--- src/rtl/msv_pkg.sv ---
// Shared types and constants of the manifest stream validator.
package msv_pkg;

  localparam int unsigned HeaderBytes      = 16;
  localparam int unsigned EntryHeaderBytes = 12;

  typedef enum logic [2:0] {
    ST_OK          = 3'd0,
    ST_SMALL       = 3'd1,
    ST_MAGIC       = 3'd2,
    ST_VERSION     = 3'd3,
    ST_ENTRY_TRUNC = 3'd4,
    ST_UNSORTED    = 3'd5,
    ST_PATH_TRUNC  = 3'd6,
    ST_TRAILING    = 3'd7
  } status_t;

  typedef enum logic [0:0] {
    REG_MAGIC   = 1'b0,
    REG_VERSION = 1'b1
  } cfg_reg_t;

  typedef struct packed {
    status_t     status;
    logic [31:0] entry_index;
  } verdict_t;

endpackage

--- src/rtl/msv_byte_if.sv ---
// Stream channel that carries one manifest byte and its end marker per beat.
interface msv_byte_if;
  logic       valid;
  logic       ready;
  logic [7:0] data_byte;
  logic       last_byte;

  modport source (output valid, output data_byte, output last_byte, input ready);
  modport sink (input valid, input data_byte, input last_byte, output ready);
endinterface

--- src/rtl/msv_verdict_if.sv ---
// Stream channel that carries one verdict per manifest stream.
interface msv_verdict_if;
  logic        valid;
  logic        ready;
  logic [2:0]  status;
  logic [31:0] entry_index;

  modport source (output valid, output status, output entry_index, input ready);
  modport sink (input valid, input status, input entry_index, output ready);
endinterface

--- src/rtl/manifest_stream_validator_core.sv ---
// Top level of the manifest stream validator: configuration, parser and verdict register.
// The verdict is registered and becomes valid in the cycle after the beat marked last is accepted.
// Throughput: one byte beat per cycle; input stalls only while a verdict waits unaccepted.
// The parser updates its state in the accepting cycle; the verdict register decouples the sides.
// Reset (synchronous, rst_n low) clears the parser, the verdict register and both registers.
module manifest_stream_validator_core
  import msv_pkg::*;
(
  input  logic          clk,
  input  logic          rst_n,
  msv_byte_if.sink      in_byte,
  msv_verdict_if.source out_verdict,
  input  logic          cfg_we,
  input  logic [0:0]    cfg_index,
  input  logic [31:0]   cfg_wdata
);

  logic [31:0] magic_r;
  logic [31:0] version_r;
  logic        out_valid_r;
  verdict_t    verdict_r;
  verdict_t    verdict;
  logic        in_acc;

  assign in_byte.ready = !out_valid_r || out_verdict.ready;
  assign in_acc        = in_byte.valid && in_byte.ready;

  always_ff @(posedge clk) begin
    if (!rst_n) begin
      magic_r   <= '0;
      version_r <= '0;
    end else if (cfg_we) begin
      case (cfg_reg_t'(cfg_index))
        REG_MAGIC:   magic_r <= cfg_wdata;
        REG_VERSION: version_r <= cfg_wdata;
        default: begin
        end
      endcase
    end
  end

  msv_parse u_parse (
    .clk         (clk),
    .rst_n       (rst_n),
    .acc         (in_acc),
    .data_byte   (in_byte.data_byte),
    .last_byte   (in_byte.last_byte),
    .cfg_magic   (magic_r),
    .cfg_version (version_r),
    .verdict     (verdict)
  );

  always_ff @(posedge clk) begin
    if (!rst_n) begin
      out_valid_r <= 1'b0;
    end else if (in_acc && in_byte.last_byte) begin
      out_valid_r <= 1'b1;
    end else if (out_verdict.ready) begin
      out_valid_r <= 1'b0;
    end
  end

  always_ff @(posedge clk) begin
    if (!rst_n) begin
      verdict_r <= '0;
    end else if (in_acc && in_byte.last_byte) begin
      verdict_r <= verdict;
    end
  end

  assign out_verdict.valid       = out_valid_r;
  assign out_verdict.status      = verdict_r.status;
  assign out_verdict.entry_index = verdict_r.entry_index;

endmodule

--- src/rtl/msv_parse.sv ---
// Byte-by-byte manifest parser state with the verdict for the current beat.
module msv_parse
  import msv_pkg::*;
(
  input  logic        clk,
  input  logic        rst_n,
  input  logic        acc,
  input  logic [7:0]  data_byte,
  input  logic        last_byte,
  input  logic [31:0] cfg_magic,
  input  logic [31:0] cfg_version,
  output verdict_t    verdict
);

  typedef enum logic [4:0] {
    PH_HEADER = 5'b00001,
    PH_ENTRY  = 5'b00010,
    PH_PATH   = 5'b00100,
    PH_DONE   = 5'b01000,
    PH_ERROR  = 5'b10000
  } phase_t;

  phase_t      phase_r, phase_nxt;
  logic [3:0]  pos_r, pos_nxt;
  logic [63:0] word_r, word_nxt;
  logic [63:0] prev_hash_r, prev_hash_nxt;
  logic [31:0] total_r, total_nxt;
  logic [31:0] number_r, number_nxt;
  logic [15:0] path_left_r, path_left_nxt;
  status_t     err_r, err_nxt;
  phase_t      phase_new;
  status_t     err_new;
  logic [31:0] number_new;
  logic [31:0] number_inc;
  logic [15:0] path_dec;

  assign number_inc = number_r + 32'd1;
  assign path_dec   = path_left_r - 16'd1;

  always_comb begin
    phase_new     = phase_r;
    pos_nxt       = pos_r;
    word_nxt      = word_r;
    prev_hash_nxt = prev_hash_r;
    total_nxt     = total_r;
    number_new    = number_r;
    path_left_nxt = path_left_r;
    err_new       = err_r;
    case (phase_r)
      PH_HEADER: begin
        if (pos_r[3] == 1'b0) begin
          word_nxt[{pos_r[2:0], 3'b000} +: 8] = data_byte;
        end else if (pos_r[2] == 1'b0) begin
          total_nxt[{pos_r[1:0], 3'b000} +: 8] = data_byte;
        end
        if (pos_r != 4'(HeaderBytes - 1)) begin
          pos_nxt = pos_r + 4'd1;
        end else begin
          pos_nxt = '0;
          if (word_r[31:0] != cfg_magic) begin
            err_new   = ST_MAGIC;
            phase_new = PH_ERROR;
          end else if (word_r[63:32] != cfg_version) begin
            err_new   = ST_VERSION;
            phase_new = PH_ERROR;
          end else begin
            word_nxt  = '0;
            phase_new = (total_r == '0) ? PH_DONE : PH_ENTRY;
          end
        end
      end
      PH_ENTRY: begin
        if (pos_r == 4'd0) begin
          word_nxt      = '0;
          path_left_nxt = '0;
        end
        if (pos_r[3] == 1'b0) begin
          word_nxt[{pos_r[2:0], 3'b000} +: 8] = data_byte;
        end else if (pos_r == 4'd10) begin
          path_left_nxt[7:0] = data_byte;
        end else if (pos_r == 4'd11) begin
          path_left_nxt[15:8] = data_byte;
        end
        if (pos_r != 4'(EntryHeaderBytes - 1)) begin
          pos_nxt = pos_r + 4'd1;
        end else begin
          pos_nxt = '0;
          if ((number_r != '0) && (word_r < prev_hash_r)) begin
            err_new   = ST_UNSORTED;
            phase_new = PH_ERROR;
          end else begin
            prev_hash_nxt = word_r;
            if (path_left_nxt == '0) begin
              number_new = number_inc;
              phase_new  = (number_inc == total_r) ? PH_DONE : PH_ENTRY;
            end else begin
              phase_new = PH_PATH;
            end
          end
        end
      end
      PH_PATH: begin
        path_left_nxt = path_dec;
        if (path_dec == '0) begin
          number_new = number_inc;
          pos_nxt    = '0;
          phase_new  = (number_inc == total_r) ? PH_DONE : PH_ENTRY;
        end
      end
      PH_DONE: begin
        err_new   = ST_TRAILING;
        phase_new = PH_ERROR;
      end
      default: begin
      end
    endcase

    case (phase_new)
      PH_ERROR:  verdict.status = err_new;
      PH_HEADER: verdict.status = ST_SMALL;
      PH_ENTRY:  verdict.status = ST_ENTRY_TRUNC;
      PH_PATH:   verdict.status = ST_PATH_TRUNC;
      default:   verdict.status = ST_OK;
    endcase
    verdict.entry_index = number_new;

    phase_nxt  = phase_new;
    err_nxt    = err_new;
    number_nxt = number_new;
    if (last_byte) begin
      phase_nxt     = PH_HEADER;
      pos_nxt       = '0;
      word_nxt      = '0;
      prev_hash_nxt = '0;
      total_nxt     = '0;
      number_nxt    = '0;
      path_left_nxt = '0;
      err_nxt       = ST_OK;
    end
  end

  always_ff @(posedge clk) begin
    if (!rst_n) begin
      phase_r     <= PH_HEADER;
      pos_r       <= '0;
      word_r      <= '0;
      prev_hash_r <= '0;
      total_r     <= '0;
      number_r    <= '0;
      path_left_r <= '0;
      err_r       <= ST_OK;
    end else if (acc) begin
      phase_r     <= phase_nxt;
      pos_r       <= pos_nxt;
      word_r      <= word_nxt;
      prev_hash_r <= prev_hash_nxt;
      total_r     <= total_nxt;
      number_r    <= number_nxt;
      path_left_r <= path_left_nxt;
      err_r       <= err_nxt;
    end
  end

`ifndef SYNTHESIS
  a_path_nonzero: assert property (@(posedge clk) disable iff (!rst_n)
    (phase_r == PH_PATH) |-> (path_left_r != '0))
    else $error("path phase with no path bytes left");

  a_done_count: assert property (@(posedge clk) disable iff (!rst_n)
    (phase_r == PH_DONE) |-> (number_r == total_r))
    else $error("done phase before all entries were read");

  a_error_code: assert property (@(posedge clk) disable iff (!rst_n)
    (phase_r == PH_ERROR) |-> (err_r != ST_OK) && (err_r != ST_SMALL))
    else $error("error phase without a latched error code");

  a_entry_pos: assert property (@(posedge clk) disable iff (!rst_n)
    (phase_r == PH_ENTRY) |-> (pos_r < 4'(EntryHeaderBytes)))
    else $error("entry header position out of range");
`endif

endmodule

--- src/flat_wrapper.sv ---
// flat-port wrapper written by rule: the top's interface ports become plain ports
module manifest_stream_validator_core_flat import msv_pkg::*;
  (clk, rst_n, cfg_we, cfg_index, cfg_wdata, in_byte_valid, in_byte_data_byte, in_byte_last_byte, in_byte_ready, out_verdict_valid, out_verdict_status, out_verdict_entry_index, out_verdict_ready);
  msv_byte_if in_byte_i ();
  msv_verdict_if out_verdict_i ();
  input  logic clk;
  input  logic rst_n;
  input  logic cfg_we;
  input  logic [0:0] cfg_index;
  input  logic [31:0] cfg_wdata;
  input wire logic [$bits(in_byte_i.valid)-1:0] in_byte_valid;
  input wire logic [$bits(in_byte_i.data_byte)-1:0] in_byte_data_byte;
  input wire logic [$bits(in_byte_i.last_byte)-1:0] in_byte_last_byte;
  output wire logic [$bits(in_byte_i.ready)-1:0] in_byte_ready;
  output wire logic [$bits(out_verdict_i.valid)-1:0] out_verdict_valid;
  output wire logic [$bits(out_verdict_i.status)-1:0] out_verdict_status;
  output wire logic [$bits(out_verdict_i.entry_index)-1:0] out_verdict_entry_index;
  input wire logic [$bits(out_verdict_i.ready)-1:0] out_verdict_ready;
  assign in_byte_i.valid = in_byte_valid;
  assign in_byte_i.data_byte = in_byte_data_byte;
  assign in_byte_i.last_byte = in_byte_last_byte;
  assign in_byte_ready = in_byte_i.ready;
  assign out_verdict_valid = out_verdict_i.valid;
  assign out_verdict_status = out_verdict_i.status;
  assign out_verdict_entry_index = out_verdict_i.entry_index;
  assign out_verdict_i.ready = out_verdict_ready;
  manifest_stream_validator_core u_core (.clk(clk), .rst_n(rst_n), .in_byte(in_byte_i), .out_verdict(out_verdict_i), .cfg_we(cfg_we), .cfg_index(cfg_index), .cfg_wdata(cfg_wdata));
endmodule
--- config.mk ---
export PLATFORM = sky130hd
export DESIGN_NAME = manifest_stream_validator_core_flat
export DESIGN_NICKNAME = d
export VERILOG_FILES = /design/src/rtl/msv_pkg.sv /design/src/rtl/msv_byte_if.sv /design/src/rtl/msv_verdict_if.sv /design/src/rtl/manifest_stream_validator_core.sv /design/src/rtl/msv_parse.sv /design/src/flat_wrapper.sv
export SDC_FILE = /design/constraint.sdc
export NUM_CORES = 1
export LEC_CHECK = 0
export ABC_CLOCK_PERIOD_IN_PS = 7700
export BUFFER_PORTS_ARGS = -buffer_cell sky130_fd_sc_hd__buf_2
export CAP_MARGIN = 20
export CORE_AREA = 2 2 175 177
export DETAILED_ROUTE_END_ITERATION = 12
export DIE_AREA = 0 0 177 179
export PLACE_DENSITY = 0.79
export SYNTH_ARGS = -nofsm -noshare
export SYNTH_HDL_FRONTEND = slang
export SYNTH_SLANG_ARGS = --single-unit
--- constraint.sdc ---
create_clock -name clk -period 7.7 [get_ports clk]
set_clock_uncertainty 0.05 [all_clocks]
set_input_delay 0.77 -clock clk [delete_from_list [all_inputs] [get_ports clk]]
set_output_delay 0.77 -clock clk [all_outputs]
set_load 0.1 [all_outputs]
# --- Word level (Yosys, flattened, before mapping) ---
# Cells that the tools add are included.
totals:
  ff_bits: 320
  latch_bits: 0
  ram_bits: 0
  mem_bits_ro: 0
  inputBits: 47
  word_cells: 127
  memories: 0
op_classes:
  n_addsub: 5
  multipliers: 0
  n_div: 0
  order_cmp: 1
  n_eq_ne: 19
  shifts: 4
  muxes: 60
  bitwise_logic: 1
  n_reduce_logical: 24
ops:
  columns: ["operator", "count"]
  rows:
  - ["2-to-1 mux 64 bit", 12]
  - ["2-to-1 mux 32 bit", 9]
  - ["bitwise mux 64 bit", 2]
  - ["one-hot mux 64 bit (2 select lines)", 1]
  - ["< comparator 64 bit", 1]
  - ["2-to-1 mux 16 bit", 4]
  - ["inequality test 32 bit", 2]
  - ["one-hot mux 32 bit (2 select lines)", 1]
  - ["variable shift 8 x 8 -> 64 bit, first input constant", 1]
  - ["indexed part select 8 x 8 -> 64 bit", 1]
  - ["2-to-1 mux 5 bit", 7]
  - ["adder 32 x 1 -> 32 bit, second input constant", 1]
  - ["bitwise mux 32 bit", 1]
  - ["== test 32 bit", 1]
  - ["logical NOT 16 bit", 2]
  - ["logical NOT 32 bit", 1]
  - ["one-hot mux 16 bit (2 select lines)", 1]
  - ["nonzero test 32 bit", 1]
  - ["variable shift 8 x 7 -> 32 bit, first input constant", 1]
  - ["indexed part select 8 x 7 -> 32 bit", 1]
  - ["2-to-1 mux 4 bit", 7]
  - ["2-to-1 mux 8 bit", 3]
  - ["one-hot mux 5 bit (4 select lines)", 1]
  - ["2-to-1 mux 3 bit", 6]
  - ["other kinds (28)", 46]

# --- Logic depth before layout (Yosys ltp) ---
logic_depth:
  word_depth: 13
  depth_mapped: 15
  mapped_depth_nobuf: 12

# --- Hierarchy ---
# Synthesis repeated with hierarchy kept, for this count alone.
hier_totals:
  cells_unflattened: 2268
  area_unflattened_um2: 18343.8
by_module_without_submodules:
  columns: ["mod", "n_inst", "cells_per_inst", "area_each_um2", "seq_area_each_um2"]
  rows:
  - ["msv_parse", 1, 1829, 14472.6, 4404.2]
  - ["manifest_stream_validator_core", 1, 439, 3871.2, 2001.9]

# --- Worst setup path before layout ---
# OpenSTA, ideal clock, no wires.
synth_path:
  kind: "register to register"
  from: "register u_core.out_valid_r (netlist: u_core.out_verdict.valid)"
  to: "register u_core.u_parse.prev_hash_r[10]"
  setup_ns: 0.065
  arrival_ns: 3.376
  required_time_ns: 7.585
  path_slack_ns: 4.209
  stages_incl_launch_ff: 9
  period_less_slack_ns: 3.491
  path_cell_list: "dfxtp_1 nand2b_1 nand2_1 nor2_1 clkbuf_1 a31oi_1 clkbuf_1 a22oi_1 nor2_1"
synth_via:
  elab_chain_len: 4
synth_rtl:
  columns: ["element", "line_no", "text"]
  rows:
  - ["start: declaration", "manifest_stream_validator_core.sv:20", "logic out_valid_r;"]
  - ["start signal: assignment", "manifest_stream_validator_core.sv:55", "out_valid_r <= 1'b0;"]
  - ["start signal: assignment", "manifest_stream_validator_core.sv:57", "out_valid_r <= 1'b1;"]
  - ["start signal: assignment", "manifest_stream_validator_core.sv:59", "out_valid_r <= 1'b0;"]
  - ["logical NOT 1 bit", "manifest_stream_validator_core.sv:25", "assign in_byte.ready = !out_valid_r || out_verdict.ready;"]
  - ["logical OR 1 bit", "manifest_stream_validator_core.sv:25", null]
  - ["net in_byte_ready", "flat_wrapper.sv:14", "output wire logic [$bits(in_byte_i.ready)-1:0] in_byte_ready;"]
  - ["logical AND 1 bit", "manifest_stream_validator_core.sv:26", "assign in_acc = in_byte.valid && in_byte.ready;"]
  - ["AND reduction 4 bit (no source line)", null, null]
  - ["end signal: assignment", "msv_parse.sv:156", "prev_hash_r <= prev_hash_nxt;"]
  - ["end: declaration", "msv_parse.sv:26", "logic [63:0] prev_hash_r, prev_hash_nxt;"]
# The timed path passes the listed nets, and every way through them passes these cells.
# A chain may end at the register's enable or synchronous reset.

# --- Worst setup path in the final report ---
layout_path:
  from: "register u_core.u_parse.pos_r[0]"
  to: "register u_core.verdict_r (netlist bit u_core.out_verdict.status[2])"
layout_via:
  elab_chain_len: 13
layout_rtl:
  columns: ["element", "line_no", "text"]
  rows:
  - ["start: declaration", "msv_parse.sv:24", "logic [3:0] pos_r, pos_nxt;"]
  - ["start signal: assignment", "msv_parse.sv:154", "pos_r <= pos_nxt;"]
  - ["logical NOT 4 bit", "msv_parse.sv:73", "if (pos_r == 4'd0) begin"]
  - ["2-to-1 mux 16 bit", "msv_parse.sv:73", null]
  - ["2-to-1 mux 8 bit", "msv_parse.sv:81", "end else if (pos_r == 4'd11) begin"]
  - ["2-to-1 mux 8 bit", "msv_parse.sv:79", "end else if (pos_r == 4'd10) begin"]
  - ["2-to-1 mux 16 bit", "msv_parse.sv:77", "if (pos_r[3] == 1'b0) begin"]
  - ["2-to-1 mux 16 bit", "msv_parse.sv:49", "case (phase_r)"]
  - ["logical NOT 16 bit", "msv_parse.sv:93", "if (path_left_nxt == '0) begin"]
  - ["2-to-1 mux 4 bit", "msv_parse.sv:93", null]
  - ["2-to-1 mux 5 bit", "msv_parse.sv:88", "if ((number_r != '0) && (word_r < prev_hash_r)) begin"]
  - ["2-to-1 mux 5 bit", "msv_parse.sv:84", "if (pos_r != 4'(EntryHeaderBytes - 1)) begin"]
  - ["one-hot mux 5 bit (4 select lines)", "msv_parse.sv:49", null]
  - ["== test 5 x 3 -> 1 bit, or another cell as far along", "msv_parse.sv:118", "case (phase_new)"]
  - ["one-hot mux 3 bit (4 select lines) *", "msv_parse.sv:118", null]
  - ["end signal: assignment", "manifest_stream_validator_core.sv:67", "verdict_r <= verdict;"]
  - ["end: declaration", "manifest_stream_validator_core.sv:21", "verdict_t verdict_r;"]
# Every way passes the cells marked *; elsewhere a longest branch is shown, timed or not. The select of a mux whose other input is x is not followed.

==> impl_metrics.csv <==
group,metric,value,unit
synth,synth_top_area_cell,"dfxtp_1",
global_routing,antenna_found_initial,0,
synth,ys_ff_latch,320,
global_routing,top_usage_layer,"met2",
global_routing,grt_max_degree,125,
finish,nets,2379,
detailed_routing,first_pass_iters,7,
clock_network,cts.repair.resized,0,
detailed_routing,wl_per_cell,21.0,um
floorplanning,placementRows,64,
placement,gp_congestion,0.959,
global_routing,grt_pass1_vias,15700,
worst_setup_path,worstPathArrival,5030,ps
synth,yosys_warnings,0,
timing,rsz0062_at_grt,"false",
floorplanning,start_util,59.1,%
worst_setup_path,cp-start-kind,"flop",
timing,finalSetupViolations,0,
synth,yosysMostFrequentCell,"dfxtp_1",
synth,syn_inst,2286,
pwr,peakVddDrop,0.166,mV
placement,dp.cells,2609,
synth,netlist-cell-type-count,82,
worst_setup_path,path_class,"flop to flop",
synth,synth_top_area_share,36.1,%
detailed_routing,drtIter0Drc,1965,
global_routing,grt_pass1_wl,87.6,mm
worst_setup_path,reg2reg_slack,3040,ps
clock_network,clock_sinks,320,
synth,syn_nets,2408,
worst_setup_path,crit_fanout,20,
worst_setup_path,required,8070,ps
clock_network,clockBufferDepth,3,
placement,dpl.hpwl,39.3,mm
clock_network,cts_setup_buffers,0,
synth,synthArstFlopShare,0,%
pwr,leakage,7.21,nW
global_routing,gr-usage-met2,56.8,%
detailed_routing,remaining_drc_errors,0,
timing,tightest_slew,1150,ps
global_routing,grt_overflow,0,
floorplanning,die_x,177,um
clock_network,cts-root-buf,"clkbuf_16",
timing,period_minus_slack,4660,ps
worst_setup_path,cpPeakStageDelay,710,ps
timing,fmax,0.214,GHz
worst_hold_path,hp-class,"flop to flop",
worst_setup_path,crit_chain,"inv_1 > ha_1 > nor3b_1 > nor2_1 > a22o_1 > nor4_1 > nand3_1 > a211oi_1 > buf_4 > o21a_1 > o221ai_1 > a41oi_1 > o21ai_0",
placement,portBuffers,83,
finish,syn2layout_area_growth,9.47,%
timing,maxSlewHeadroom,22.9,%
clock_network,hold_buffers,0,
synth,ys.flop_type,"dfxtp_1",
synth,synth_area,0.0177,mm^2
synth,synth_edf_count,0,
timing,final.setup.tns,0,ps
flow_run,drv_cap,0,
finish,drive_gt1_share,8.67,%
synth,synth_common_cells,"320 x dfxtp_1, 281 x nand2_1, 261 x nor2_1",
detailed_routing,drtAntennaViolNets,0,
finish,final_cells,2681,
global_routing,use_met3,5.39,%
detailed_routing,wirelength,56.3,mm
clock_network,cts_tree,"built",
worst_setup_path,end_kind,"flop",
floorplanning,core,0.0300,mm^2
timing,finalMaxSlewViolations,0,
synth,synthTopCellsByArea,"dfxtp_1 36%, nand2_1 5.9%, a21oi_1 5.8%, nor2_1 5.5%, ha_1 5.3%",
detailed_routing,vias,17300,
clock_network,h-tree-depth,2,
pwr,powerDensity,201,mW/mm^2
global_routing,grtUsageMet1,45.4,%
worst_setup_path,crit_slowest_cell,"o21a_1",
clock_network,clkTransAtPathRegs,60,ps
finish,n_antenna_cell,0,
floorplanning,fp.dieH,179,um
timing,hold_viol,0,
timing,finalCritPeriodShare,60.6,%
clock_network,cts_buffers,37,
detailed_routing,vias_per_cell,6.46,
global_routing,grt_usage,35.0,%
synth,syn_area_per_cell,7.76,um^2
floorplanning,ioPinCount,84,
floorplanning,dieArea,0.0317,mm^2
clock_network,insertion_delay,560,ps
synth,yosysSeqAreaShare,36.1,%
run_status,status,"finished clean",
where the power goes:
part,internal [W],switching (W)
registers,0.00169,0.0000269
logic,0.0000978,0.000309
clock network,0.00102,0.000760
total,0.00281,0.00110
path summary, 6_finish.rpt:
| kind | from | endpoint | depth (start not counted) |
|---|---|---|---|
| hold / removal | u_core.magic_r[20] | u_core.magic_r[20] | 2 |
| setup / recovery | u_core.u_parse.pos_r[0] | u_core.out_verdict.status[2] | 13 |
| hold reg to reg | u_core.magic_r[20] | u_core.magic_r[20] | 2 |
| setup reg to reg | u_core.u_parse.pos_r[0] | u_core.out_verdict.status[2] | 13 |
layout make-up:
class / count / area (um^2)
inverters: 85 / 327
flip-flops and latches: 320 / 6410
multi-input cells: 1707 / 10300
clock buffers: 43 / 968
fillers: 2632 / 10600
repair buffers: 106 / 621
well taps: 396 / 495
clock inverters: 24 / 267
cells by family (layout without fill, tap and decap cells):
group | after synthesis | count (layout) | share of synthesized area, %
buffers and inverters | 259 | 258 | 5.77
AOI/OAI and AO/OA | 607 | 607 | 21.9
xor gates and xnor gates | 133 | 133 | 6.57
muxes | 9 | 9 | 0.529
and+or+nand+nor | 883 | 883 | 23.8
DFF | 320 | 320 | 36.1
adders and majority gates | 75 | 75 | 5.29
worst max-delay path: cells and delay by family (launching register included):
kind | cells | cell delay (ps)
compound gates | 6 | 2010
fa+ha+maj | 1 | 330
buf+inv | 2 | 500
flops | 1 | 430
simple gates | 4 | 1190
stage by stage:
step	hold WS, ps	setup slack [ps]	instance area (um^2)	util, %	power [W]
after floorplan	398	4210	17700	-	0.00202
after global placement	407	3180	18100	60.3	0.00214
after detailed placement	412	3190	18100	60.3	0.00214
after CTS	420	3130	19300	64.4	0.00390
after global routing	428	2750	19400	64.7	0.00401
final	416	3040	19400	64.7	0.00390
placed cells by master, fill, tap and decap left out, types with 51 or more instances in the layout:
master	netlist	routed
nor3_1	51	51
dfxtp_1	320	320
nand3_1	55	55
o21ai_0	98	97
nand2_1	281	281
inv_1	84	84
xor2_1	60	60
xnor2_1	73	73
ha_1	75	75
nor2_1	261	260
a22oi_1	107	107
a21oi_1	206	206
buf_2	18	84
layer usage:
metal  routed length [um]  vias up
met1                22900     8100
li1                     -     8094
met3                 4810      193
met4                 2900        0
met2                25700      921
met5                    0        -
sequential cells by signal, summed over array words and instances (netlist names), 5 cells and up:
register                        count
u_core.u_parse.total_r             32
u_core.version_r                   32
u_core.u_parse.word_r              64
u_core.magic_r                     32
u_core.out_verdict.entry_index     32
u_core.u_parse.prev_hash_r         64
u_core.u_parse.number_r            32
u_core.u_parse.phase_r              5
u_core.u_parse.path_left_r         16
No activity file was read; power rests on OpenSTA's default activity.
